## config.mk

```make
export PLATFORM = sky130hd
export DESIGN_NAME = hbfc_cfg
export DESIGN_NICKNAME = d
export VERILOG_FILES = /design/src/hw/rtl/hbfc_pkg.sv /design/src/hw/rtl/hbfc_cfg.sv
export SDC_FILE = /design/constraint.sdc
export NUM_CORES = 1
export LEC_CHECK = 0
export ABC_AREA = 1
export BUFFER_PORTS_ARGS = -buffer_cell sky130_fd_sc_hd__buf_2
export CORE_MARGIN = 2
export CORE_UTILIZATION = 35
export DETAILED_ROUTE_END_ITERATION = 10
export PLACE_DENSITY = 0.63
export RECOVER_POWER = 25
export SLEW_MARGIN = 5
export SYNTH_ARGS = -nofsm -noshare
export SYNTH_HDL_FRONTEND = slang
export SYNTH_SLANG_ARGS = --single-unit
export TNS_END_PERCENT = 50
```

## constraint.sdc

```tcl
create_clock -name clk -period 1.8 [get_ports clk]
set_clock_uncertainty 0.2 [all_clocks]
set_input_delay 0.27 -clock clk [delete_from_list [all_inputs] [get_ports clk]]
set_output_delay 0.27 -clock clk [all_outputs]
set_load 0.05 [all_outputs]
```

## src/hw/rtl/hbfc_pkg.sv

```systemverilog
`timescale 1ns / 1ps

package hbfc_pkg;

    localparam int SAMPLE_W   = 8;
    localparam int POS_W      = 8;
    localparam int ATLAS_W    = 3;
    localparam int LEVEL_W    = 8;
    localparam int NUM_LEVELS = 7;
    localparam int CLS_W      = 3;
    localparam int SUM_W      = SAMPLE_W + 2;
    localparam int APB_ADDR_W = 5;
    localparam int APB_DATA_W = 32;
    localparam int REG_IDX_W  = 3;

    typedef logic [SAMPLE_W-1:0]   sample_t;
    typedef logic [POS_W-1:0]      pos_t;
    typedef logic [ATLAS_W-1:0]    atlas_idx_t;
    typedef logic [LEVEL_W-1:0]    level_t;
    typedef level_t [NUM_LEVELS-1:0] levels_t;
    typedef logic [CLS_W-1:0]      cls_t;
    typedef logic [REG_IDX_W-1:0]  reg_idx_t;

    // register indexes
    localparam reg_idx_t REG_MOUNTAIN_TOP = 3'd0;
    localparam reg_idx_t REG_MOUNTAIN_MID = 3'd1;
    localparam reg_idx_t REG_MOUNTAIN_LOW = 3'd2;
    localparam reg_idx_t REG_PLAINS_TOP   = 3'd3;
    localparam reg_idx_t REG_PLAINS_MID   = 3'd4;
    localparam reg_idx_t REG_PLAINS_LOW   = 3'd5;
    localparam reg_idx_t REG_PLAINS_SUB   = 3'd6;

    // terrain classes, in threshold order
    localparam cls_t CLS_MOUNTAIN_TOP = 3'd0;
    localparam cls_t CLS_MOUNTAIN_MID = 3'd1;
    localparam cls_t CLS_MOUNTAIN_LOW = 3'd2;
    localparam cls_t CLS_PLAINS_TOP   = 3'd3;
    localparam cls_t CLS_PLAINS_MID   = 3'd4;
    localparam cls_t CLS_PLAINS_LOW   = 3'd5;
    localparam cls_t CLS_PLAINS_SUB   = 3'd6;
    localparam cls_t CLS_SEA_GROUND   = 3'd7;

    // entry 0 is the rightmost element
    localparam levels_t LEVEL_RESET = {8'd20, 8'd50, 8'd80, 8'd110, 8'd140, 8'd170, 8'd200};

    typedef struct packed {
        atlas_idx_t col;
        atlas_idx_t row;
    } atlas_t;

    // One window, as handed from the line store stage to the classifier.
    typedef struct packed {
        sample_t store_up;    // previous column, row above
        sample_t store_lo;    // previous column, this row
        sample_t left_up;     // this column, row above
        sample_t cur;         // this column, this row (after border forcing)
        pos_t    tile_col;
        pos_t    tile_row;
        logic    emit;
        logic    done;
    } window_t;

    // First threshold exceeded wins; none exceeded is sea ground.
    function automatic cls_t classify(input sample_t h, input levels_t lv);
        cls_t c;
        c = CLS_SEA_GROUND;
        for (int k = NUM_LEVELS - 1; k >= 0; k--)
        begin
            if (h > lv[k])
            begin
                c = cls_t'(k);
            end
        end
        return c;
    endfunction

    function automatic atlas_t atlas_lookup(input cls_t c);
        atlas_t a;
        case (c) inside
            CLS_MOUNTAIN_TOP:               a = '{col: 3'd0, row: 3'd1};
            CLS_MOUNTAIN_MID:               a = '{col: 3'd0, row: 3'd0};
            CLS_MOUNTAIN_LOW:               a = '{col: 3'd3, row: 3'd2};
            CLS_PLAINS_TOP:                 a = '{col: 3'd2, row: 3'd2};
            CLS_PLAINS_MID:                 a = '{col: 3'd6, row: 3'd3};
            CLS_PLAINS_LOW:                 a = '{col: 3'd0, row: 3'd4};
            CLS_PLAINS_SUB, CLS_SEA_GROUND: a = '{col: 3'd3, row: 3'd3};
            default:                        a = '{col: 3'd3, row: 3'd3};
        endcase
        return a;
    endfunction

endpackage

```

## src/hw/rtl/hbfc_cfg.sv

```systemverilog
`timescale 1ns / 1ps

module hbfc_cfg
    import hbfc_pkg::*;
(
    input  logic                  clk,
    input  logic                  rst_n,
    input  logic                  psel,
    input  logic                  penable,
    input  logic                  pwrite,
    input  logic [APB_ADDR_W-1:0] paddr,
    input  logic [APB_DATA_W-1:0] pwdata,
    output logic [APB_DATA_W-1:0] prdata,
    output logic                  pready,
    output levels_t               levels
);

    levels_t  levels_reg;
    reg_idx_t idx;
    logic     idx_ok;

    assign idx    = paddr[4:2];
    assign idx_ok = (idx <= REG_PLAINS_SUB);
    assign pready = 1'b1;

    always_ff @(posedge clk or negedge rst_n)
    begin
        if (!rst_n)
        begin
            levels_reg <= LEVEL_RESET;
        end
        else if (psel && penable && pwrite && idx_ok)
        begin
            levels_reg[idx] <= pwdata[LEVEL_W-1:0];
        end
    end

    always_comb
    begin
        prdata = '0;
        if (idx_ok)
        begin
            prdata = APB_DATA_W'(levels_reg[idx]);
        end
    end

    assign levels = levels_reg;

endmodule

```

==> results of run 1 <==
==> worst min path at each step <==
stage	endpoint	cells past startpoint
after floorplan	levels[0]$_DFFE_PN0P_	0
after global placement	levels[46]$_DFFE_PN0P_	2
after detailed placement	levels[46]$_DFFE_PN0P_	2
after CTS	levels[24]$_DFFE_PN0P_	3
after global routing	levels[0]$_DFFE_PN0P_	3
final	levels[4]$_DFFE_PN0P_	3
==> cell usage in the layout (no fill, tap or decap) <==
master                          synthesis  routed
sky130_fd_sc_hd__nand2_1              203     195
sky130_fd_sc_hd__buf_2                  3      71
sky130_fd_sc_hd__dfrtp_1               34      34
sky130_fd_sc_hd__o21ai_0               28      28
sky130_fd_sc_hd__conb_1                 2      25
sky130_fd_sc_hd__buf_4                 28      23
sky130_fd_sc_hd__dfstp_2               22      22
sky130_fd_sc_hd__inv_1                 19      19
sky130_fd_sc_hd__o21ai_2               16      16
sky130_fd_sc_hd__nand2_2                4      12
sky130_fd_sc_hd__o21ai_1               12      12
sky130_fd_sc_hd__nand3_1               10      10
sky130_fd_sc_hd__clkbuf_8               0       7
sky130_fd_sc_hd__dlygate4sd3_1          0       7
sky130_fd_sc_hd__nand3_4                6       6
sky130_fd_sc_hd__buf_8                  0       6
sky130_fd_sc_hd__nor2_4                 5       5
sky130_fd_sc_hd__buf_12                 0       4
sky130_fd_sc_hd__inv_4                  2       2
sky130_fd_sc_hd__nand3_2                2       2
sky130_fd_sc_hd__buf_6                  5       2
sky130_fd_sc_hd__inv_2                  1       1
sky130_fd_sc_hd__nor2_8                 1       1
sky130_fd_sc_hd__clkbuf_4               0       1
==> routing by layer <==
layer	global-route usage (%)	up-vias	part of all wire, %
met5	0	-	0
met4	4.11	0	1.0
met3	3.09	5	5.8
met2	28.0	104	48
met1	22.8	1333	45
li1	-	1428	-
==> metrics by stage <==
| step | worst slack, ns | total power, W | area (um^2) |
|---|---|---|---|
| after floorplan | 0.0279 | 0.00330 | 3290 |
| final | -0.0321 | 0.00462 | 4040 |
| after global placement | 0.0123 | 0.00372 | 3680 |
| after detailed placement | 0.0158 | 0.00375 | 3680 |
| after global routing | -0.150 | 0.00486 | 4040 |
| after CTS | -0.0519 | 0.00463 | 4010 |
==> power by group <==
part | total [W] | leakage (nW) | internal [W] | switching (W)
Combinational | 0.00214 | 1.46 | 0.000560 | 0.00158
Clock | 0.000743 | 0.0503 | 0.000344 | 0.000399
Sequential | 0.00173 | 0.671 | 0.00156 | 0.000174
==> kinds of logic (layout without fill, tap and decap cells) <==
kind of cell,after synthesis,count (layout)
AOI/OAI and AO/OA,56,56
buffers and inverters,62,143
DFF,56,56
other,2,25
and+or+nand+nor,231,231
==> worst min-delay path: stages <==
cell	delay, ns
sky130_fd_sc_hd__buf_2	0.12
sky130_fd_sc_hd__nand2_1	0.05
sky130_fd_sc_hd__nand2_1	0.05
==> cell type report <==
cell class	instances	area, um^2
Timing Repair Buffer	114	798
Tap cell	108	135
Sequential cell	56	1430
Inverter	22	87.6
Clock buffer	7	96.3
Fill cell	890	4770
Multi-Input combinational cell	312	1490
==> repair_timing <==
action                     CTS  global route
hold buffers                 7             0
setup buffers               13             2
setup endpoints to repair    8             8
hold endpoints to repair    46             0
gates resized for setup     21             9
pin swaps                    4             6
==> impl_summary.md, run 1 <==
Power
The analysis attributes to cell leakage a power of 2.18 nW. The maximum vdd drop is 0.000607 V. The power density over the cells is 1140 nW/um^2.

Placement
The number of input and output port buffers inserted is 79. The sum of net half-perimeters after detailed placement is 6.11 mm. The final estimated routing congestion in global placement is 0.761. Counting tap cells, the placed design contains a total of 590 instances.

CTS
Clock-pin slew was measured on the worst setup and hold paths at 0.10 ns. The clock net in this run drives a total of 56 sinks. The tree is rooted in a sky130_fd_sc_hd__clkbuf_8.

The source-to-sink clock delay at the later pin of the worst-skew pair is 0.31 ns. The number of levels in the clock H-tree is 2. TritonCTS built the clock tree. TritonCTS created 5 clock buffers. The longest clock path from root to sink contains 2 buffers.

Setup path
The critical path is of the flop to output pin type. The start point of the critical path is levels[15]$_DFFE_PN1P_. Of all nets on the critical path, the largest fanout is 3.

The startpoint of the worst-slack reg-to-reg timing path is levels[18]$_DFFE_PN1P_. The startpoint class of the critical path is a flop. The worst path arrival time is 1.36 ns. The critical path depth in cells is 7.

The required arrival time at the worst endpoint is 1.33 ns. The number of buffers and inverters on the critical path is 1. The signal on the critical path passes through nand2_1 > nand2_1 > nand2_1 > nand2_1 > nand2_1 > nand2_1 > buf_6. The maximum single-stage delay on the critical path is 0.55 ns. For the worst flop-to-flop path, the logic depth is 3. The top cell family by delay on the critical path is flip-flops.

The highest-delay cell along the critical path is sky130_fd_sc_hd__dfstp_2. The reg-to-reg endpoint is levels[18]$_DFFE_PN1P_. The most critical setup path has its endpoint at prdata[7]. The element type at the critical path end is an output pin. The most frequent cell on the critical path is sky130_fd_sc_hd__nand2_1. The register-to-register setup slack is 0.75 ns.

Synthesis
A synthesized cell averages 7.86 um^2. The area fraction in and, or, nand and nor cells after synthesis is 32.5%. The register bit total from synthesis is 56. The number of warnings printed during yosys synthesis is 0. Of the total synthesized cell area, the portion taken by XOR and XNOR cells is 0%. The largest total area in the synthesized netlist belongs to sky130_fd_sc_hd__dfrtp_1. The fraction of the mapped netlist area in adder cells is 0%. Synthesis instantiated 20 different standard cells from the library.

The top cell type's share of synthesized area is 26.6%. The proportion of synthesized chip area in sequential cells is 44.7%. The number of enable flip-flop cells after synthesis is 0.

Yosys instantiated no cell more often than sky130_fd_sc_hd__nand2_1. The commonest cells after synthesis are sky130_fd_sc_hd__nand2_1 (203), sky130_fd_sc_hd__dfrtp_1 (34), sky130_fd_sc_hd__buf_4 (28), sky130_fd_sc_hd__o21ai_0 (28), sky130_fd_sc_hd__dfstp_2 (22). The largest family of logic cells by synthesized area is simple AND/OR/NAND/NOR gates. The gate count after technology mapping is 407. In this run the cell area of the synthesized design comes to 3200 um^2. After synthesis, the cell types taking the most area are sky130_fd_sc_hd__dfrtp_1 (27%), sky130_fd_sc_hd__nand2_1 (24%), sky130_fd_sc_hd__dfstp_2 (18%), sky130_fd_sc_hd__buf_4 (6.6%), sky130_fd_sc_hd__o21ai_0 (4.4%).

The proportion of register bits with asynchronous set or reset after synthesis is 100%. In the synthesized netlist the dominant register cell turns out to be sky130_fd_sc_hd__dfrtp_1. The synthesized netlist devotes 10.6% of its cell area to compound gates. The portion of synthesized area spent on multiplexers is 0%.

Global route
The initial antenna violation count is 0. The sum of overflow across all layers after global routing is 0. Entering global routing, the biggest net connects 57 pins. Global routing used 16.8% of the available tracks across all layers. The first global-routing pass estimated 13.3 mm of wire. The via count of the first global-routing pass is 2679.

STA
Setup repair after global routing could not meet its margin everywhere. After layout, the worst setup slack is -0.0321 ns. The worst-case hold slack is 0.0162 ns. The max-slew violation count is 0.

The hold violation count in the final report was 0. The portion of the clock cycle consumed by the worst path in the final layout is 102%. The worst slew margin relative to its limit is 48.7%.

Static timing analysis puts the maximum clock frequency at 546 MHz. The setup-violating endpoint count in the final report is 7. The post-layout minimum cycle time is 1.83 ns. For the pin with the worst max-slew slack, the measured transition is 0.769 ns. The final-layout setup total negative slack is -0.144 ns.

Routing
The via count is 2870. The number of detailed-routing iterations run before antenna repair is 4. Dividing the detail-routed wire length by the instance count gives 13.2 um. The final layout contains routed wiring with a total length of 8.16 mm.

After the first detailed-routing iteration, the DRC count stood at 98. The detail route stage leaves a number of antenna-violating nets equal to 0. The post-detailed-route via-to-cell ratio is 4.64. After detailed routing, the number of remaining DRC violations is 0.

Worst hold path
The worst min-delay path category is input port to flop. The startpoint identified for the worst hold timing path is pwdata[4].

Final layout
After the flow finishes, the layout carries non-filler instances totaling 619. Relative to the synthesized area, the layout overhead comes to 26.2%. The flip-flop count of the largest register, all copies and words added is 56. The final antenna diode count is 0. In the final layout, the share of cells above drive strength 1 is 35.4%.

The number of nets in the layout is 553. For this run, the share of the core covered by cells in the final layout is 45.9%.

Floorplanning
The floorplan has 34 rows. The floorplan step defined a die boundary enclosing 9920 um^2. The effective utilization at floorplan is 36.3%. The core outline area is 8810 um^2. The x dimension of the die is 99.6 um. Pin placement for this block handled 131 I/O pins. The die span in y is 99.6 um.

Run
The number of maximum-capacitance constraint violations is 0.

Run status
The checks that failed: setup timing. The flow ran to the end, but the final reports show violations.
No activity file was read; power rests on OpenSTA's default activity.
==> run 2, diff against run 1 <==
- CELL_PAD_IN_SITES_DETAIL_PLACEMENT: unset -> 1
- CELL_PAD_IN_SITES_GLOBAL_PLACEMENT: unset -> 2
- CORE_UTILIZATION: 35 -> 28
- PLACE_DENSITY: 0.63 -> 0.87
- SETUP_SLACK_MARGIN: unset -> 0.3
==> run 2 against run 1 <==
The run still ends with setup timing left. First-iteration DRC count is 14% lower. Global-route usage down 0.37 points. Via count rose by 4.3%. Critical path depth unchanged. Clock power is 51% higher. Register-to-register slack lost 0.17 ns. Critical path type unchanged. Largest cell class unchanged.
==> impl_summary.md, run 2 (same netlist as run 1, synthesis figures left out) <==
Global route
The total global routing track utilization is 16.5% (was 16.8%). The sum of overflow across all layers after global routing is 0 (unchanged). The pin count of the biggest net entering global routing came to 57 (unchanged).

The initial antenna violation count is 0 (unchanged). The via count of the first global-routing pass was 3123 (was 2679). The global-route wire length before repair is 16.2 mm (was 13.3 mm).

Final layout
The flip-flop count of the largest register, all copies and words added is 56 (unchanged). The sequential cell area is 1430 um^2 (unchanged). The number of nets in the layout is 560 (was 553). The number of fill cells in the layout is 1354 (was 890). The fraction of final layout cells with drive strength greater than 1 was 41.0% (was 35.4%). Commonest cells after routing, fill and taps aside: sky130_fd_sc_hd__nand2_1 (180), sky130_fd_sc_hd__buf_2 (46), sky130_fd_sc_hd__dfrtp_1 (34), sky130_fd_sc_hd__o21ai_0 (28) (was sky130_fd_sc_hd__nand2_1 (195), sky130_fd_sc_hd__buf_2 (71), sky130_fd_sc_hd__dfrtp_1 (34), sky130_fd_sc_hd__o21ai_0 (28), sky130_fd_sc_hd__conb_1 (25)). The final antenna diode count is 0 (unchanged). The final design area excluding fillers is 4550 um^2 (was 4040 um^2). The post-synthesis to final-layout area growth is 42.1% (was 26.2%). The multi-input logic area is 1570 um^2 (was 1490 um^2). The most frequent standard cell in the layout excluding fill and tap cells is sky130_fd_sc_hd__nand2_1 (unchanged).

Setup path
The startpoint of the worst-slack reg-to-reg timing path is levels[41]$_DFFE_PN1P_ (was levels[18]$_DFFE_PN1P_). The required arrival time at the worst endpoint is 1.33 ns (about the same). The worst path arrival time came to 1.37 ns (was 1.36 ns). The startpoint-to-endpoint class of the critical path is flop to output pin (unchanged). The register-to-register setup slack was 0.58 ns (was 0.75 ns). The element type at the critical path end is an output pin (unchanged).

The maximum fanout count along the critical path is 3 (unchanged). The cell depth of the worst flop-to-flop path is 5 (was 3). The startpoint class of the critical path is a flop (unchanged). The reg-to-reg endpoint is levels[41]$_DFFE_PN1P_ (was levels[18]$_DFFE_PN1P_).

STA
The portion of the clock cycle consumed by the worst path in the final layout is 102% (about the same). The max-slew violation count was 0 (unchanged). The hold violation count in the final report is 0 (unchanged).

The post-layout minimum cycle time is 1.84 ns (was 1.83 ns). The final setup slack of the worst path was -0.0388 ns (was -0.0321 ns). The worst slew margin relative to its limit was 48.3% (was 48.7%). The final-layout setup total negative slack is -0.110 ns (was -0.144 ns). The transition time at the pin with the least slew margin is 0.775 ns (was 0.769 ns). Setup repair after global routing missed its margin: true (unchanged).

The highest clock rate is 544 MHz (was 546 MHz). The setup-violating endpoint count in the final report is 4 (was 7).

Floorplanning
The floorplan row count came to 39 (was 34). The die span in y is 111 um (was 99.6 um). The full die area is 12300 um^2 (was 9920 um^2).

The core outline area came to 11300 um^2 (was 8810 um^2). The effective utilization at floorplan is 28.4% (was 36.3%). The x dimension of the die is 111 um (was 99.6 um). The count of boundary I/O pins came to 131 (unchanged).

Worst hold path
The worst min-delay path category is input port to flop (unchanged). The start point of the worst min-delay path is pwdata[3] (was pwdata[4]). The worst hold path stage count is 3 (unchanged). The endpoint of the worst hold path was levels[11]$_DFFE_PN1P_ (was levels[4]$_DFFE_PN0P_).

Routing
The via count is 2994 (was 2870). The post-detailed-route via-to-cell ratio is 4.52 (was 4.64). The average wire per cell in the routed design is 15.3 um (was 13.2 um).

The violation count after the first detailed-route iteration is 84 (was 98). The number of nets still failing antenna checks after routing is 0 (unchanged). The remaining design rule violation count is 0 (unchanged). The number of detailed-routing iterations run before antenna repair is 4 (unchanged).

The final wirelength is 10.2 mm (was 8.16 mm).

Power
The maximum vdd drop came to 0.000421 V (was 0.000607 V). The power density over the cells is 1200 nW/um^2 (was 1140 nW/um^2). The static power due to leakage is 2.33 nW (was 2.18 nW).

Placement
The total cell area at the placement stage is 3810 um^2 (was 3680 um^2). The final estimated routing congestion in global placement is 0.760 (was 0.761). The number of input and output port buffers inserted is 79 (unchanged). The sum of net half-perimeters after detailed placement is 7.36 mm (was 6.11 mm).

CTS
The root buffer cell is sky130_fd_sc_hd__clkbuf_16 (was sky130_fd_sc_hd__clkbuf_8). The source-to-sink clock delay at the later pin of the worst-skew pair is 0.30 ns (was 0.31 ns). The CTS buffer count is 5 (unchanged).

The maximum buffer depth of the clock tree came to 2 (unchanged). The sink count of the clock tree is 56 (unchanged). The clock slew at the register clock pins of the worst setup and hold paths is 0.08 ns (was 0.10 ns). The number of levels in the clock H-tree is 2 (unchanged). The clock tree from TritonCTS is done (unchanged).

Run
The number of maximum-capacitance constraint violations was 0 (unchanged).

Run status
Violated checks: setup timing (unchanged). Run status: complete, but fails checks (unchanged).
run 2: cell count changes in the layout (fill, tap and decap cells not counted), sizes merged:
cell,change
bufinv,+1
clkinv,+1
buf,+12
dlygate4sd3,-6
clkbuf,-1
clkinvlp,+1
run 2: how the worst max path moves through the flow:
stage	slack [ns]	depth (start not counted)	end	start
finish	-0.04	7	prdata[7]	levels[15]$_DFFE_PN1P_
global route	-0.12	7	prdata[7]	levels[23]$_DFFE_PN1P_
global placement	-0.02	9	prdata[4]	paddr[2]
floorplan	0.19	6	prdata[3]	levels[27]$_DFFE_PN1P_
detailed placement	-0.03	9	prdata[4]	paddr[2]
CTS	-0.05	7	prdata[3]	levels[11]$_DFFE_PN1P_
run 2: stage by stage:
| stage | worst slack, ns | total power [W] | util [%] | cells | hold slack [ns] |
|---|---|---|---|---|---|
| global route | -0.118 | 0.00569 | 40.3 | 662 | 0.00586 |
| finish | -0.0388 | 0.00544 | 40.3 | 662 | 0.0138 |
| floorplan | 0.189 | 0.00334 | - | 430 | -0.226 |
| detailed placement | -0.0267 | 0.00383 | 33.8 | 627 | 0.105 |
| global placement | -0.0199 | 0.00378 | 33.8 | 627 | 0.0905 |
| CTS | -0.0498 | 0.00536 | 39.1 | 653 | 0.0113 |
run 2: routing by layer:
| metal | track usage, % | vias up | part of all wire (%) |
|---|---|---|---|
| met5 | 0 | - | 0 |
| met4 | 4.00 | 0 | 1.1 |
| met3 | 2.62 | 8 | 3.9 |
| met2 | 29.4 | 64 | 52 |
| met1 | 20.8 | 1480 | 43 |
| li1 | - | 1442 | - |
run 2: timing repair:
item | 4_1_cts | 5_1_grt
hold buffers | 1 | 0
endpoints found under the hold margin | 34 | 0
buffers inserted | 17 | 9
setup endpoints to repair | 30 | 33
pin swaps | 14 | 12
resized for setup | 89 | 29
run 2: critical path, stage by stage, from the launching register on:
cell and delay, ns:
sky130_fd_sc_hd__dfstp_2 0.55, sky130_fd_sc_hd__nand2_1 0.05, sky130_fd_sc_hd__nand2_1 0.06, sky130_fd_sc_hd__nand2_1 0.05, sky130_fd_sc_hd__nand2_1 0.09, sky130_fd_sc_hd__nand2_2 0.07, sky130_fd_sc_hd__nand2_4 0.07, sky130_fd_sc_hd__buf_8 0.14
run 2: area by class of cell:
class,count,area share (%)
clock buffer,5,2.75
sequential,56,31.4
inverter,22,1.93
clock inverter,3,0.936
tap,143,3.94
multi-input combinational,312,34.5
timing repair buffer,121,24.5
run 2: power breakdown:
part | leakage, nW | internal [W] | switching [W] | total (W)
Combinational | 1.58 | 0.000848 | 0.00170 | 0.00255
Clock | 0.0798 | 0.000655 | 0.000466 | 0.00112
Sequential | 0.671 | 0.00156 | 0.000202 | 0.00176
